===== config.mk =====
export PLATFORM = sky130hd
export DESIGN_NAME = remote_control_frame_decoder_flat
export DESIGN_NICKNAME = d
export VERILOG_FILES = /design/src/hdl/rcfd_pkg.sv /design/src/hdl/rcfd_byte_if.sv /design/src/hdl/rcfd_queue.sv /design/src/hdl/rcfd_front.sv /design/src/hdl/rcfd_back.sv /design/src/hdl/remote_control_frame_decoder.sv /design/src/flat_wrapper.sv
export SDC_FILE = /design/constraint.sdc
export NUM_CORES = 1
export LEC_CHECK = 0
export BUFFER_PORTS_ARGS = -buffer_cell sky130_fd_sc_hd__clkbuf_2
export CAP_MARGIN = 20
export CELL_PAD_IN_SITES_DETAIL_PLACEMENT = 1
export CELL_PAD_IN_SITES_GLOBAL_PLACEMENT = 2
export CORE_UTILIZATION = 45
export DETAILED_ROUTE_END_ITERATION = 12
export GPL_TIMING_DRIVEN = 1
export PLACE_DENSITY_LB_ADDON = 0.08
export SLEW_MARGIN = 20
export SYNTH_ARGS = -nofsm -noshare
export SYNTH_HDL_FRONTEND = slang
export SYNTH_SLANG_ARGS = --single-unit

===== constraint.sdc =====
create_clock -name clk_i -period 19.2 [get_ports clk_i]
set_input_delay 3.84 -clock clk_i [delete_from_list [all_inputs] [get_ports clk_i]]
set_output_delay 3.84 -clock clk_i [all_outputs]
set_load 0.01 [all_outputs]

===== src/hdl/rcfd_pkg.sv =====
// Shared constants, types and register codes of the remote-control frame decoder.
package rcfd_pkg;

  localparam int FRAME_BYTES = 18;
  localparam int KEPT_BYTES  = 15;
  localparam int IDX_W       = $clog2(FRAME_BYTES + 1);
  localparam int QUEUE_DEPTH = 2;
  localparam int QPTR_W      = $clog2(QUEUE_DEPTH);
  localparam int QCNT_W      = $clog2(QUEUE_DEPTH + 1);

  localparam int CFG_DATA_W  = 11;

  localparam logic [10:0] CENTER_RESET    = 11'd1024;
  localparam logic [9:0]  DEAD_ZONE_RESET = 10'd5;
  localparam logic [12:0] CHANNEL_LIMIT   = 13'd8000;
  localparam logic [1:0]  SWITCH_MID      = 2'd3;
  localparam logic [1:0]  SWITCH_BAD      = 2'd0;

  typedef enum logic {
    CFG_CHANNEL_CENTER = 1'b0,
    CFG_DEAD_ZONE      = 1'b1
  } cfg_idx_e;

  typedef logic [KEPT_BYTES-1:0][7:0] frame_t;

  typedef struct packed {
    logic        push;
    logic        full;
  } q_wr_t;

  typedef struct packed {
    logic        valid;
    logic        pop;
  } q_rd_t;

endpackage


===== src/hdl/rcfd_byte_if.sv =====
// Byte stream channel into the decoder, and the record channel out of it.
interface rcfd_byte_if;
  logic       valid;
  logic       ready;
  logic [7:0] rx_byte;
  logic       frame_start;

  modport source (output valid, output rx_byte, output frame_start, input ready);
  modport sink   (input valid, input rx_byte, input frame_start, output ready);
endinterface

interface rcfd_rec_if;
  logic               valid;
  logic               ready;
  logic signed [11:0] stick_ch0;
  logic signed [11:0] stick_ch1;
  logic signed [11:0] stick_ch2;
  logic signed [11:0] stick_ch3;
  logic [1:0]         switch_left;
  logic [1:0]         switch_right;
  logic signed [15:0] mouse_x;
  logic signed [15:0] mouse_y;
  logic signed [15:0] mouse_z;
  logic [7:0]         button_left;
  logic [7:0]         button_right;
  logic [7:0]         key_bits;

  modport source (output valid, output stick_ch0, output stick_ch1, output stick_ch2,
                  output stick_ch3, output switch_left, output switch_right,
                  output mouse_x, output mouse_y, output mouse_z, output button_left,
                  output button_right, output key_bits, input ready);
  modport sink   (input valid, input stick_ch0, input stick_ch1, input stick_ch2,
                  input stick_ch3, input switch_left, input switch_right,
                  input mouse_x, input mouse_y, input mouse_z, input button_left,
                  input button_right, input key_bits, output ready);
endinterface


===== src/hdl/rcfd_queue.sv =====
// Two-entry queue of complete frames between the byte front end and the decoder.
module rcfd_queue
  import rcfd_pkg::*;
(
  input  logic   clk_i,
  input  logic   rst_ni,
  input  logic   push_i,
  input  frame_t push_frame_i,
  input  logic   pop_i,
  output q_wr_t  wr_o,
  output logic   valid_o,
  output frame_t head_o
);

  frame_t              slot_q [QUEUE_DEPTH];
  logic [QPTR_W-1:0]   wr_ptr_q, wr_ptr_d;
  logic [QPTR_W-1:0]   rd_ptr_q, rd_ptr_d;
  logic [QCNT_W-1:0]   count_q, count_d;

  assign wr_o.push = push_i;
  assign wr_o.full = (count_q == QCNT_W'(QUEUE_DEPTH));
  assign valid_o   = (count_q != '0);
  assign head_o    = slot_q[rd_ptr_q];

  always_comb begin
    wr_ptr_d = wr_ptr_q;
    rd_ptr_d = rd_ptr_q;
    count_d  = count_q;
    if (push_i) begin
      wr_ptr_d = wr_ptr_q + 1'b1;
    end
    if (pop_i) begin
      rd_ptr_d = rd_ptr_q + 1'b1;
    end
    if (push_i && !pop_i) begin
      count_d = count_q + 1'b1;
    end else if (pop_i && !push_i) begin
      count_d = count_q - 1'b1;
    end
  end

  always_ff @(posedge clk_i or negedge rst_ni) begin
    if (!rst_ni) begin
      wr_ptr_q <= '0;
      rd_ptr_q <= '0;
      count_q  <= '0;
    end else begin
      wr_ptr_q <= wr_ptr_d;
      rd_ptr_q <= rd_ptr_d;
      count_q  <= count_d;
    end
  end

  always_ff @(posedge clk_i) begin
    if (push_i) begin
      slot_q[wr_ptr_q] <= push_frame_i;
    end
  end

  a_no_overflow : assert property (@(posedge clk_i) disable iff (!rst_ni)
    wr_o.full |-> !push_i || pop_i)
    else $error("frame pushed into full queue");
  a_no_underflow : assert property (@(posedge clk_i) disable iff (!rst_ni)
    pop_i |-> valid_o)
    else $error("frame popped from empty queue");
  a_count_bound : assert property (@(posedge clk_i) disable iff (!rst_ni)
    count_q <= QCNT_W'(QUEUE_DEPTH))
    else $error("queue count beyond depth");

endmodule


===== src/hdl/rcfd_front.sv =====
// Byte front end: tracks the frame position, stores the kept bytes, queues whole frames.
module rcfd_front
  import rcfd_pkg::*;
(
  input  logic        clk_i,
  input  logic        rst_ni,
  rcfd_byte_if.sink   byte_in_if,
  input  q_wr_t       q_wr_i,
  output logic        push_o,
  output frame_t      push_frame_o
);

  logic [IDX_W-1:0] byte_index_q, byte_index_d;
  logic [IDX_W-1:0] pos;
  frame_t           frame_q, frame_d;
  logic             accept, active;

  assign byte_in_if.ready = !q_wr_i.full;
  assign accept = byte_in_if.valid && byte_in_if.ready;

  // A start flag always opens a new frame; otherwise only count inside a frame.
  assign pos    = byte_in_if.frame_start ? '0 : byte_index_q;
  assign active = accept &&
                  (byte_in_if.frame_start || (byte_index_q < IDX_W'(FRAME_BYTES)));

  always_comb begin
    frame_d      = frame_q;
    byte_index_d = byte_index_q;
    push_o       = 1'b0;
    if (active) begin
      for (int k = 0; k < KEPT_BYTES; k++) begin
        if (pos == IDX_W'(k)) begin
          frame_d[k] = byte_in_if.rx_byte;
        end
      end
      byte_index_d = pos + 1'b1;
      push_o       = (pos == IDX_W'(FRAME_BYTES - 1));
    end
  end

  // Snapshot includes the byte landing this cycle.
  assign push_frame_o = frame_d;

  always_ff @(posedge clk_i or negedge rst_ni) begin
    if (!rst_ni) begin
      byte_index_q <= IDX_W'(FRAME_BYTES);
    end else begin
      byte_index_q <= byte_index_d;
    end
  end

  always_ff @(posedge clk_i) begin
    frame_q <= frame_d;
  end

endmodule


===== src/hdl/rcfd_back.sv =====
// Record decoder: centers and deadbands sticks, checks for errors, holds the output beat.
module rcfd_back
  import rcfd_pkg::*;
(
  input  logic        clk_i,
  input  logic        rst_ni,
  input  logic [10:0] channel_center_i,
  input  logic [9:0]  dead_zone_i,
  input  logic        q_valid_i,
  input  frame_t      q_head_i,
  output q_rd_t       q_rd_o,
  rcfd_rec_if.source  rec_out_if
);

  typedef struct packed {
    logic signed [11:0] ch0;
    logic signed [11:0] ch1;
    logic signed [11:0] ch2;
    logic signed [11:0] ch3;
    logic [1:0]         sw_l;
    logic [1:0]         sw_r;
    logic [15:0]        mx;
    logic [15:0]        my;
    logic [15:0]        mz;
    logic [7:0]         btn_l;
    logic [7:0]         btn_r;
    logic [7:0]         keys;
  } rec_t;

  function automatic logic [11:0] center_ch(input logic [10:0] raw,
                                            input logic [10:0] ctr,
                                            input logic [9:0]  dz);
    logic [11:0] v;
    logic [11:0] mag;
    v   = {1'b0, raw} - {1'b0, ctr};
    mag = v[11] ? (12'd0 - v) : v;
    return (mag < {2'b00, dz}) ? 12'd0 : v;
  endfunction

  function automatic logic over_limit(input logic [11:0] v);
    logic [11:0] mag;
    mag = v[11] ? (12'd0 - v) : v;
    return ({1'b0, mag} > CHANNEL_LIMIT);
  endfunction

  logic [47:0] bits;
  rec_t        dec, rec_q;
  logic        err;
  logic        out_valid_q;
  logic        pop;

  assign bits = {q_head_i[5], q_head_i[4], q_head_i[3],
                 q_head_i[2], q_head_i[1], q_head_i[0]};

  always_comb begin
    dec.ch0   = center_ch(bits[10:0],  channel_center_i, dead_zone_i);
    dec.ch1   = center_ch(bits[21:11], channel_center_i, dead_zone_i);
    dec.ch2   = center_ch(bits[32:22], channel_center_i, dead_zone_i);
    dec.ch3   = center_ch(bits[43:33], channel_center_i, dead_zone_i);
    dec.sw_l  = q_head_i[5][7:6];
    dec.sw_r  = q_head_i[5][5:4];
    dec.mx    = {q_head_i[7],  q_head_i[6]};
    dec.my    = {q_head_i[9],  q_head_i[8]};
    dec.mz    = {q_head_i[11], q_head_i[10]};
    dec.btn_l = q_head_i[12];
    dec.btn_r = q_head_i[13];
    dec.keys  = q_head_i[14];
    err = over_limit(dec.ch0) || over_limit(dec.ch1) || over_limit(dec.ch2) ||
          over_limit(dec.ch3) || (dec.sw_l == SWITCH_BAD) || (dec.sw_r == SWITCH_BAD);
    // Drop to the default record on error.
    if (err) begin
      dec      = '0;
      dec.sw_l = SWITCH_MID;
      dec.sw_r = SWITCH_MID;
    end
  end

  assign pop         = q_valid_i && (!out_valid_q || rec_out_if.ready);
  assign q_rd_o.valid = q_valid_i;
  assign q_rd_o.pop   = pop;

  always_ff @(posedge clk_i or negedge rst_ni) begin
    if (!rst_ni) begin
      out_valid_q <= 1'b0;
    end else if (pop) begin
      out_valid_q <= 1'b1;
    end else if (rec_out_if.ready) begin
      out_valid_q <= 1'b0;
    end
  end

  always_ff @(posedge clk_i) begin
    if (pop) begin
      rec_q <= dec;
    end
  end

  assign rec_out_if.valid        = out_valid_q;
  assign rec_out_if.stick_ch0    = rec_q.ch0;
  assign rec_out_if.stick_ch1    = rec_q.ch1;
  assign rec_out_if.stick_ch2    = rec_q.ch2;
  assign rec_out_if.stick_ch3    = rec_q.ch3;
  assign rec_out_if.switch_left  = rec_q.sw_l;
  assign rec_out_if.switch_right = rec_q.sw_r;
  assign rec_out_if.mouse_x      = rec_q.mx;
  assign rec_out_if.mouse_y      = rec_q.my;
  assign rec_out_if.mouse_z      = rec_q.mz;
  assign rec_out_if.button_left  = rec_q.btn_l;
  assign rec_out_if.button_right = rec_q.btn_r;
  assign rec_out_if.key_bits     = rec_q.keys;

  a_pop_loads : assert property (@(posedge clk_i) disable iff (!rst_ni)
    pop |=> out_valid_q)
    else $error("popped frame not presented");
  a_switch_nonzero : assert property (@(posedge clk_i) disable iff (!rst_ni)
    out_valid_q |-> (rec_q.sw_l != SWITCH_BAD) && (rec_q.sw_r != SWITCH_BAD))
    else $error("record carries a zero switch code");
  a_stick_range : assert property (@(posedge clk_i) disable iff (!rst_ni)
    out_valid_q |-> (rec_q.ch0 != 12'sh800) && (rec_q.ch1 != 12'sh800) &&
                    (rec_q.ch2 != 12'sh800) && (rec_q.ch3 != 12'sh800))
    else $error("stick channel out of centered range");

endmodule


===== src/hdl/remote_control_frame_decoder.sv =====
// Top level of the remote-control frame decoder.
// Takes one receiver byte per beat at up to one beat per clock; a byte with
// frame_start set opens a frame, and the 18th byte of the frame yields one
// decoded record on the record channel via the queue and the output register.
// Bytes outside a frame are taken and dropped. The front end stores bytes and
// hands whole frames to a two-entry queue; the back end decodes the queue head
// into a registered output beat. Byte intake stalls only when both queue entries
// are taken. The output register and the two queue entries hold three records,
// so a record consumer can hold off for two full frames before intake stalls.
// The user must write the channel_center and dead_zone registers through the
// config port only while no frame is in flight; the block does not enforce it.
module remote_control_frame_decoder
  import rcfd_pkg::*;
(
  input  logic                  clk_i,
  input  logic                  rst_ni,
  input  logic                  cfg_we_i,
  input  logic                  cfg_idx_i,
  input  logic [CFG_DATA_W-1:0] cfg_data_i,
  rcfd_byte_if.sink             byte_in_if,
  rcfd_rec_if.source            rec_out_if
);

  logic [10:0] channel_center_q;
  logic [9:0]  dead_zone_q;

  q_wr_t  q_wr;
  q_rd_t  q_rd;
  logic   push;
  frame_t push_frame;
  logic   q_valid;
  frame_t q_head;

  // Config registers; index selects which one takes the write.
  always_ff @(posedge clk_i or negedge rst_ni) begin
    if (!rst_ni) begin
      channel_center_q <= CENTER_RESET;
      dead_zone_q      <= DEAD_ZONE_RESET;
    end else if (cfg_we_i) begin
      case (cfg_idx_e'(cfg_idx_i))
        CFG_CHANNEL_CENTER: channel_center_q <= cfg_data_i[10:0];
        CFG_DEAD_ZONE:      dead_zone_q      <= cfg_data_i[9:0];
        default: ;
      endcase
    end
  end

  // Front: frame tracking and byte storage.
  rcfd_front u_front (
    .clk_i        (clk_i),
    .rst_ni       (rst_ni),
    .byte_in_if   (byte_in_if),
    .q_wr_i       (q_wr),
    .push_o       (push),
    .push_frame_o (push_frame)
  );

  // Queue of complete frames.
  rcfd_queue u_queue (
    .clk_i        (clk_i),
    .rst_ni       (rst_ni),
    .push_i       (push),
    .push_frame_i (push_frame),
    .pop_i        (q_rd.pop),
    .wr_o         (q_wr),
    .valid_o      (q_valid),
    .head_o       (q_head)
  );

  // Back: decode and hold the output beat.
  rcfd_back u_back (
    .clk_i            (clk_i),
    .rst_ni           (rst_ni),
    .channel_center_i (channel_center_q),
    .dead_zone_i      (dead_zone_q),
    .q_valid_i        (q_valid),
    .q_head_i         (q_head),
    .q_rd_o           (q_rd),
    .rec_out_if       (rec_out_if)
  );

endmodule


===== src/flat_wrapper.sv =====
// flat-port wrapper written by rule: the top's interface ports become plain ports
module remote_control_frame_decoder_flat import rcfd_pkg::*;
  (clk_i, rst_ni, cfg_we_i, cfg_idx_i, cfg_data_i, byte_in_if_valid, byte_in_if_rx_byte, byte_in_if_frame_start, byte_in_if_ready, rec_out_if_valid, rec_out_if_stick_ch0, rec_out_if_stick_ch1, rec_out_if_stick_ch2, rec_out_if_stick_ch3, rec_out_if_switch_left, rec_out_if_switch_right, rec_out_if_mouse_x, rec_out_if_mouse_y, rec_out_if_mouse_z, rec_out_if_button_left, rec_out_if_button_right, rec_out_if_key_bits, rec_out_if_ready);
  rcfd_byte_if byte_in_if_i ();
  rcfd_rec_if rec_out_if_i ();
  input  logic clk_i;
  input  logic rst_ni;
  input  logic cfg_we_i;
  input  logic cfg_idx_i;
  input  logic [CFG_DATA_W-1:0] cfg_data_i;
  input wire logic [$bits(byte_in_if_i.valid)-1:0] byte_in_if_valid;
  input wire logic [$bits(byte_in_if_i.rx_byte)-1:0] byte_in_if_rx_byte;
  input wire logic [$bits(byte_in_if_i.frame_start)-1:0] byte_in_if_frame_start;
  output wire logic [$bits(byte_in_if_i.ready)-1:0] byte_in_if_ready;
  output wire logic [$bits(rec_out_if_i.valid)-1:0] rec_out_if_valid;
  output wire logic [$bits(rec_out_if_i.stick_ch0)-1:0] rec_out_if_stick_ch0;
  output wire logic [$bits(rec_out_if_i.stick_ch1)-1:0] rec_out_if_stick_ch1;
  output wire logic [$bits(rec_out_if_i.stick_ch2)-1:0] rec_out_if_stick_ch2;
  output wire logic [$bits(rec_out_if_i.stick_ch3)-1:0] rec_out_if_stick_ch3;
  output wire logic [$bits(rec_out_if_i.switch_left)-1:0] rec_out_if_switch_left;
  output wire logic [$bits(rec_out_if_i.switch_right)-1:0] rec_out_if_switch_right;
  output wire logic [$bits(rec_out_if_i.mouse_x)-1:0] rec_out_if_mouse_x;
  output wire logic [$bits(rec_out_if_i.mouse_y)-1:0] rec_out_if_mouse_y;
  output wire logic [$bits(rec_out_if_i.mouse_z)-1:0] rec_out_if_mouse_z;
  output wire logic [$bits(rec_out_if_i.button_left)-1:0] rec_out_if_button_left;
  output wire logic [$bits(rec_out_if_i.button_right)-1:0] rec_out_if_button_right;
  output wire logic [$bits(rec_out_if_i.key_bits)-1:0] rec_out_if_key_bits;
  input wire logic [$bits(rec_out_if_i.ready)-1:0] rec_out_if_ready;
  assign byte_in_if_i.valid = byte_in_if_valid;
  assign byte_in_if_i.rx_byte = byte_in_if_rx_byte;
  assign byte_in_if_i.frame_start = byte_in_if_frame_start;
  assign byte_in_if_ready = byte_in_if_i.ready;
  assign rec_out_if_valid = rec_out_if_i.valid;
  assign rec_out_if_stick_ch0 = rec_out_if_i.stick_ch0;
  assign rec_out_if_stick_ch1 = rec_out_if_i.stick_ch1;
  assign rec_out_if_stick_ch2 = rec_out_if_i.stick_ch2;
  assign rec_out_if_stick_ch3 = rec_out_if_i.stick_ch3;
  assign rec_out_if_switch_left = rec_out_if_i.switch_left;
  assign rec_out_if_switch_right = rec_out_if_i.switch_right;
  assign rec_out_if_mouse_x = rec_out_if_i.mouse_x;
  assign rec_out_if_mouse_y = rec_out_if_i.mouse_y;
  assign rec_out_if_mouse_z = rec_out_if_i.mouse_z;
  assign rec_out_if_button_left = rec_out_if_i.button_left;
  assign rec_out_if_button_right = rec_out_if_i.button_right;
  assign rec_out_if_key_bits = rec_out_if_i.key_bits;
  assign rec_out_if_i.ready = rec_out_if_ready;
  remote_control_frame_decoder u_core (.clk_i(clk_i), .rst_ni(rst_ni), .cfg_we_i(cfg_we_i), .cfg_idx_i(cfg_idx_i), .cfg_data_i(cfg_data_i), .byte_in_if(byte_in_if_i), .rec_out_if(rec_out_if_i));
endmodule

==> metrics.cfg, run 1 <==
[place]
port_buffers=151
globalplace.congestion=0.815
hpwl_mm=33.6

[run]
maxCapViolations=0

[global_routing]
grt_pass1_vias=13200
grt_max_degree=79
antenna_found_initial=2
grt_pass1_wl_mm=77.8
grt_usage_pct=20.6
grt_remaining_overflow=0

[floorplan]
start_util_pct=45.8
coreArea_um2=47900
num_io_pins=152
rows=80
die_h_um=223
die_width_um=223
die_area_um2=49700

[clocking]
cts_tree=done
clock_latency_ns=0.60
h-tree-depth=2
clk_pin_slew_ns=0.06
cts_setup_buffers=0
cts_root_buf=clkbuf_16
clock_path_buffers=3
cts-resized-gates=0
holdBufCountCts=0
numCtsBuffers=52
cts.sinks=515

[sta]
worst_slew_pin_slew_ns=1.05
maxSlewViolCount=0
setup_tns_ns=0
clock_skew_ns=0.0154
fin_crit_sh_pct=35.3
rsz0062_at_grt=false
clock.fmax_mhz=148
finalSetupViolations=0
fin_crit_ns=6.77
hold_violations=0
slew_headroom_pct=30.3

[routing]
finalWirelength_mm=50.8
viasPerCell=5.41
drc=0
dr.first_iter.drc_count=545
drtAntennaViolNets=0
wl_per_cell_um=21.5
dr.pass1.iters=5
vias=12800

[power_and_ir_drop]
intPower_w=0.00272
p_per_area_nw_per_um2=166
total_power_w=0.00417
clkPwrFrac_pct=23.7
share_seq_of_total_power_pct=39.0
power.switching_w=0.00145
ir_drop_v=0.0000834
leakage_nw=9.84
switching_share_pct=34.7
p_comb_share_pct=37.4

[cells_and_area]
area_growth_pct=14.2
diodes=0
final_common_cell=edfxtp_1
final_layout_size_suffix_gt1_share_pct=26.0
layout_common_cells=edfxtp_1, mux2_2, clkbuf_2
nNetsFinal=1824

[hold_path]
min_from=u_core.u_front.frame_q[118]$_DFF_P_
hp-class=flop to flop
min_to=u_core.u_front.frame_q[118]$_DFF_P_
holdPathStages=1

[run_status]
outcome=finished clean

[logic_synthesis]
yosysWarnings=0
syn_inst=1536
post_synth_num_cell_types=75
ys.flop_type=edfxtp_1
async_flop_share_pct=6.02
ys_ff_latch=515
synth_nets=1655
syn_area_um2=22000
synth_edf_count=364
synth.avg_cell_area_um2=14.3
synth-seq-area-share_pct=64.3

[setup_path]
crit_path_start_kind=input pin
path_class=input pin to flop
rr_worst_depth=14
cp.arrival_ns=6.99
worstReg2RegEnd=u_core.u_back.rec_out_if.stick_ch1[9]$_SDFFCE_PP0P_
crit_path_end_kind=flop
max_stage_delay_ns=0.80
slowest_stage=nor2b_4
path_cells=clkbuf_2, nand2b_1, o211ai_1, nor4b_1, nor2b_4, buf_4
r2r-start=u_core.u_queue.rd_ptr_q$_DFFE_PN0P_
cp.required_ns=19.42
crit_fanout=64
r2r_setup_slack_ns=12.95

==> metrics by stage <==
stage	util [%]	std cells	area (um2)	hold WS [ns]	setup WS, ns
5_1_grt	52.3	2362	25100	0.503	12.06
6_report	52.3	2362	25100	0.484	12.43
2_1_floorplan	-	1536	22000	0.455	8.45
4_1_cts	52.3	2362	25100	0.487	12.38
3_3_place_gp	48.8	2266	23400	0.463	11.85
3_5_place_dp	48.8	2266	23400	0.474	11.75
==> state kept, by name (all words and copies together), names as in the netlist, 10 cells and up <==
| signal | cells |
|---|---|
| u_core.channel_center_q | 11 |
| u_core.dead_zone_q | 10 |
| u_core.u_back.rec_out_if.mouse_x | 16 |
| u_core.u_back.rec_out_if.mouse_y | 16 |
| u_core.u_back.rec_out_if.mouse_z | 16 |
| u_core.u_back.rec_out_if.stick_ch0 | 12 |
| u_core.u_back.rec_out_if.stick_ch1 | 12 |
| u_core.u_back.rec_out_if.stick_ch2 | 12 |
| u_core.u_back.rec_out_if.stick_ch3 | 12 |
| u_core.u_front.frame_q | 120 |
| u_core.u_queue.slot_q | 240 |
==> worst max path at each step <==
| stage | from | to | slack (ns) | cells past startpoint |
|---|---|---|---|---|
| final | byte_in_if_frame_start | u_core.u_queue.slot_q[0][108]$_DFFE_PP_ | 12.43 | 6 |
| after global routing | byte_in_if_frame_start | u_core.u_queue.slot_q[0][115]$_DFFE_PP_ | 12.06 | 6 |
| after CTS | byte_in_if_frame_start | u_core.u_queue.slot_q[1][89]$_DFFE_PP_ | 12.38 | 6 |
| after detailed placement | byte_in_if_frame_start | u_core.u_queue.slot_q[1][98]$_DFFE_PP_ | 11.75 | 6 |
| after global placement | byte_in_if_frame_start | u_core.u_queue.slot_q[1][114]$_DFFE_PP_ | 11.85 | 6 |
| after floorplan | byte_in_if_frame_start | u_core.u_queue.slot_q[0][0]$_DFFE_PP_ | 8.45 | 4 |
==> area by class of cell <==
cell class                 instances  area (um2)
fill                            4698       22900
sequential                       515       14100
multi-input combinational        932        7520
clock buffer                      65        1370
timing repair buffer             162         842
tap                              615         769
clock inverter                    31         299
inverter                          42         163
==> cells by family after synthesis <==
family	after synthesis	share of synthesized area, %
compound gates	201	6.26
xor+xnor	62	2.47
fa+ha+maj	93	5.44
buf+inv	89	1.56
flops	515	64.3
mux	252	12.5
simple gates	324	7.49
==> cell usage after synthesis, types with 5 or more instances <==
| cell | number | area share, % |
|---|---|---|
| a211o_1 | 9 | 0.36 |
| nand3_1 | 11 | 0.25 |
| a211oi_1 | 15 | 0.51 |
| nor2_1 | 134 | 2.3 |
| ha_1 | 89 | 5.1 |
| clkbuf_1 | 38 | 0.65 |
| dfxtp_1 | 120 | 11 |
| xnor2_1 | 43 | 1.7 |
| and3_1 | 7 | 0.20 |
| nand2_1 | 50 | 0.85 |
| buf_1 | 7 | 0.12 |
| xor2_1 | 19 | 0.76 |
| nor3_1 | 24 | 0.55 |
| a31oi_1 | 15 | 0.43 |
| or3_1 | 7 | 0.20 |
| a2111oi_0 | 7 | 0.28 |
| o21a_1 | 6 | 0.21 |
| nand2b_1 | 15 | 0.43 |
| edfxtp_1 | 364 | 50 |
| nor2b_1 | 16 | 0.46 |
| a21boi_0 | 5 | 0.17 |
| a21oi_1 | 34 | 0.78 |
| nor3_2 | 10 | 0.46 |
| and2_1 | 12 | 0.34 |
| nand4_1 | 5 | 0.14 |
| o21ai_1 | 6 | 0.14 |
| o211ai_1 | 6 | 0.21 |
| inv_1 | 42 | 0.72 |
| a31o_2 | 5 | 0.20 |
| dfstp_2 | 5 | 0.60 |
| a21o_1 | 16 | 0.55 |
| mux2i_1 | 76 | 3.5 |
| mux2_2 | 176 | 9.0 |
| dfrtp_1 | 26 | 3.0 |
| o21ai_0 | 40 | 0.91 |
==> per-layer routing <==
metal	vias to the layer above	global-route usage, %	wire length (um)
li1	6065	-	-
met5	-	0	0
met4	0	5.74	1150
met2	211	35.0	24800
met3	70	3.35	1820
met1	6424	27.4	23000
==> power groups by stage <==
stage	Combinational (W)	Sequential, W	Clock, W
2_1_floorplan	0.00105	0.00169	0
3_3_place_gp	0.00152	0.00164	0
3_5_place_dp	0.00156	0.00165	0
4_1_cts	0.00158	0.00163	0.00101
5_1_grt	0.00173	0.00165	0.00105
6_report	0.00156	0.00162	0.000987
==> worst max-delay path: cells and delay by family <==
| family | cells | cell delay (ns) |
|---|---|---|
| AND/OR/NAND/NOR | 3 | 1.74 |
| buffers and inverters | 2 | 0.95 |
| AO/OA/AOI/OAI | 1 | 0.33 |
Note: power is estimated with default switching activity, not from simulation.
==> run 2, diff against run 1 <==
--- a/config.mk
+++ b/config.mk
@@ -9,7 +9,7 @@
 export CAP_MARGIN = 20
 export CELL_PAD_IN_SITES_DETAIL_PLACEMENT = 1
 export CELL_PAD_IN_SITES_GLOBAL_PLACEMENT = 2
-export CORE_UTILIZATION = 45
+export CORE_UTILIZATION = 43
 export DETAILED_ROUTE_END_ITERATION = 12
 export GPL_TIMING_DRIVEN = 1
 export PLACE_DENSITY_LB_ADDON = 0.08
==> constraint.sdc (replaced) <==
create_clock -name clk_i -period 7 [get_ports clk_i]
set_input_delay 1.4 -clock clk_i [delete_from_list [all_inputs] [get_ports clk_i]]
set_output_delay 1.4 -clock clk_i [all_outputs]
set_load 0.01 [all_outputs]
==> metrics.cfg, run 2 (same netlist as run 1, synthesis figures left out) <==
[floorplan]
die_area_um2=52000  ; +4.6%
rows=82  ; +2.5%
coreArea_um2=50300  ; +4.9%
num_io_pins=152  ; unchanged
die_width_um=228  ; +2.3%
die_h_um=228  ; +2.3%
start_util_pct=43.7  ; -2.1 points

[power_and_ir_drop]
switching_share_pct=34.6  ; -0.13 points
ir_drop_v=0.000197  ; +140%
p_per_area_nw_per_um2=457  ; +180%
share_seq_of_total_power_pct=38.6  ; -0.4 points
clkPwrFrac_pct=24.1  ; +0.4 points
p_comb_share_pct=37.3  ; about the same
power.switching_w=0.00400  ; +180%
intPower_w=0.00757  ; +180%
leakage_nw=9.91  ; +0.73%

[sta]
slew_headroom_pct=29.9  ; -0.39 points
clock_skew_ns=0.0373  ; +0.0219 ns
worst_slack_ns=0.874  ; -11.55 ns
hold_violations=0  ; unchanged
clock.fmax_mhz=163
fin_crit_ns=6.13
maxSlewViolCount=0  ; unchanged
setup_tns_ns=0  ; unchanged
worst_slew_pin_slew_ns=1.04  ; -0.00301 ns
finalSetupViolations=0  ; unchanged
fin_crit_sh_pct=87.5
rsz0062_at_grt=false

[clocking]
cts.sinks=515  ; unchanged
clock_path_buffers=3  ; unchanged
clock_latency_ns=0.61  ; about the same
numCtsBuffers=52  ; unchanged
cts_tree=done
cts-resized-gates=0  ; unchanged
holdBufCountCts=0  ; unchanged
h-tree-depth=2  ; unchanged
clk_pin_slew_ns=0.06  ; about the same
cts_root_buf=clkbuf_16
cts_setup_buffers=0  ; unchanged

[setup_path]
path_class=flop to flop
cp.required_ns=7.33  ; -12.09 ns
crit_fanout=38  ; -41%
path_cells=mux2_2, ha_1, o21ai_1, a21o_1, a2111oi_0, nor2_1, o21ai_0, buf_4, a21oi_1, xnor2_1, ha_1, a2111oi_0, o21ai_0, o22ai_1, o211ai_1, a211o_1, nand3_1, nor2_1
crit_path_end_kind=flop
cp.arrival_ns=6.46  ; -0.53 ns
crit_path_start_kind=flop
slowest_stage=dfrtp_4
max_stage_delay_ns=0.84  ; +0.04 ns

[hold_path]
hp-class=flop to flop

[routing]
viasPerCell=5.28  ; -2.4%
finalWirelength_mm=51.8  ; +1.9%
dr.first_iter.drc_count=623  ; +14%
drc=0  ; unchanged
vias=12800  ; +0.20%
drtAntennaViolNets=0  ; unchanged
wl_per_cell_um=21.4  ; -0.74%
dr.pass1.iters=7  ; +2

[global_routing]
grt_pass1_wl_mm=80.1  ; +2.9%
grt_remaining_overflow=0  ; unchanged
grt_pass1_vias=13400  ; +1.3%
grt_max_degree=72  ; -8.9%
antenna_found_initial=1  ; -1
grt_usage_pct=20.0  ; -0.59 points

[cells_and_area]
reg_top3=u_core.u_queue.slot_q: 240 flops, u_core.u_front.frame_q: 120 flops
regMostFlops=u_core.u_queue.slot_q
largest_reg_flops=240  ; unchanged
final_common_cell=edfxtp_1
stdcell_area_um2=25300  ; +0.89%
area_growth_pct=15.3
fillers=5051  ; +7.5%
nNetsFinal=1827  ; +0.16%
final_layout_size_suffix_gt1_share_pct=26.1  ; +0.15 points
layout_common_cells=edfxtp_1, mux2_2, clkbuf_2

[run_status]
outcome=finished clean

[place]
dp_slack_ns=0.962  ; -10.79 ns
globalplace.congestion=0.816  ; +0.11%
hpwl_mm=34.4  ; +2.6%
port_buffers=151  ; unchanged
dpl_cell_area_um2=23500  ; +0.60%

[run]
maxCapViolations=0  ; unchanged

[run 2: changes by cell type in the layout (fill, tap and decap cells not counted), sizes merged]
cell / delta
bufinv: -2
buf: +3
clkbuf: +19
clkinvlp: -4
diode: +1
inv: -2
clkinv: -9
[run 2: final timing paths]
kind | from | endpoint | slack (ns) | cells past startpoint
min in group asynchronous | rst_ni | u_core.dead_zone_q[3]$_DFFE_PN0P_ | 0.92 | 1
setup reg to reg | u_core.u_queue.rd_ptr_q$_DFFE_PN0P_ | u_core.u_back.rec_out_if.stick_ch2[5]$_SDFFCE_PP0P_ | 0.87 | 18
setup / recovery | u_core.u_queue.rd_ptr_q$_DFFE_PN0P_ | u_core.u_back.rec_out_if.stick_ch2[5]$_SDFFCE_PP0P_ | 0.87 | 18
max in group asynchronous | rst_ni | u_core.u_queue.rd_ptr_q$_DFFE_PN0P_ | 5.38 | 1
hold reg to reg | u_core.u_front.frame_q[95]$_DFF_P_ | u_core.u_front.frame_q[95]$_DFF_P_ | 0.48 | 1
hold / removal | u_core.u_front.frame_q[95]$_DFF_P_ | u_core.u_front.frame_q[95]$_DFF_P_ | 0.48 | 1
[run 2: layout make-up]
class	count	area, um2	share of cell area [%]
Timing Repair Buffer	165	898	3.55
Sequential cell	515	14100	55.8
Multi-Input combinational cell	932	7530	29.8
Clock inverter	14	170	0.672
Antenna cell	1	2.50	0.00989
Tap cell	672	841	3.32
Clock buffer	84	1580	6.25
Inverter	42	160	0.633
[run 2: layer usage]
| layer | wire length, um | up-vias | GRT usage [%] | share of wire [%] |
|---|---|---|---|---|
| met5 | 0 | - | 0 | 0 |
| met4 | 918 | 0 | 5.41 | 1.8 |
| met3 | 1600 | 59 | 2.86 | 3.1 |
| met2 | 26200 | 186 | 35.2 | 51 |
| met1 | 23100 | 6471 | 25.9 | 45 |
| li1 | - | 6080 | - | - |
[run 2: metrics by stage]
stage          hold slack (ns)  cells  power (W)  util [%]
4_1_cts                  0.490   2424     0.0117      50.3
5_1_grt                  0.499   2424     0.0123      50.3
2_1_floorplan            0.459   1536    0.00751         -
3_3_place_gp             0.463   2326    0.00875      46.8
6_report                 0.484   2425     0.0116      50.3
3_5_place_dp             0.476   2326    0.00888      46.8
[run 2: worst max-delay path, delay by kind of cell, from the launching register on]
kind            cells  cell delay, ns
compound gates     10            2.87
xor+xnor            1            0.16
fa+ha+maj           2            0.71
buf+inv             1            0.25
flops               1            0.84
mux                 1            0.41
simple gates        3            0.58
[run 2: power by group through the flow]
| stage | combinational, W | clock (W) | sequential, W |
|---|---|---|---|
| after floorplan | 0.00288 | 0 | 0.00463 |
| after global placement | 0.00423 | 0 | 0.00452 |
| after detailed placement | 0.00435 | 0 | 0.00454 |
| after CTS | 0.00437 | 0.00286 | 0.00448 |
| after global routing | 0.00479 | 0.00297 | 0.00455 |
| final | 0.00431 | 0.00278 | 0.00447 |
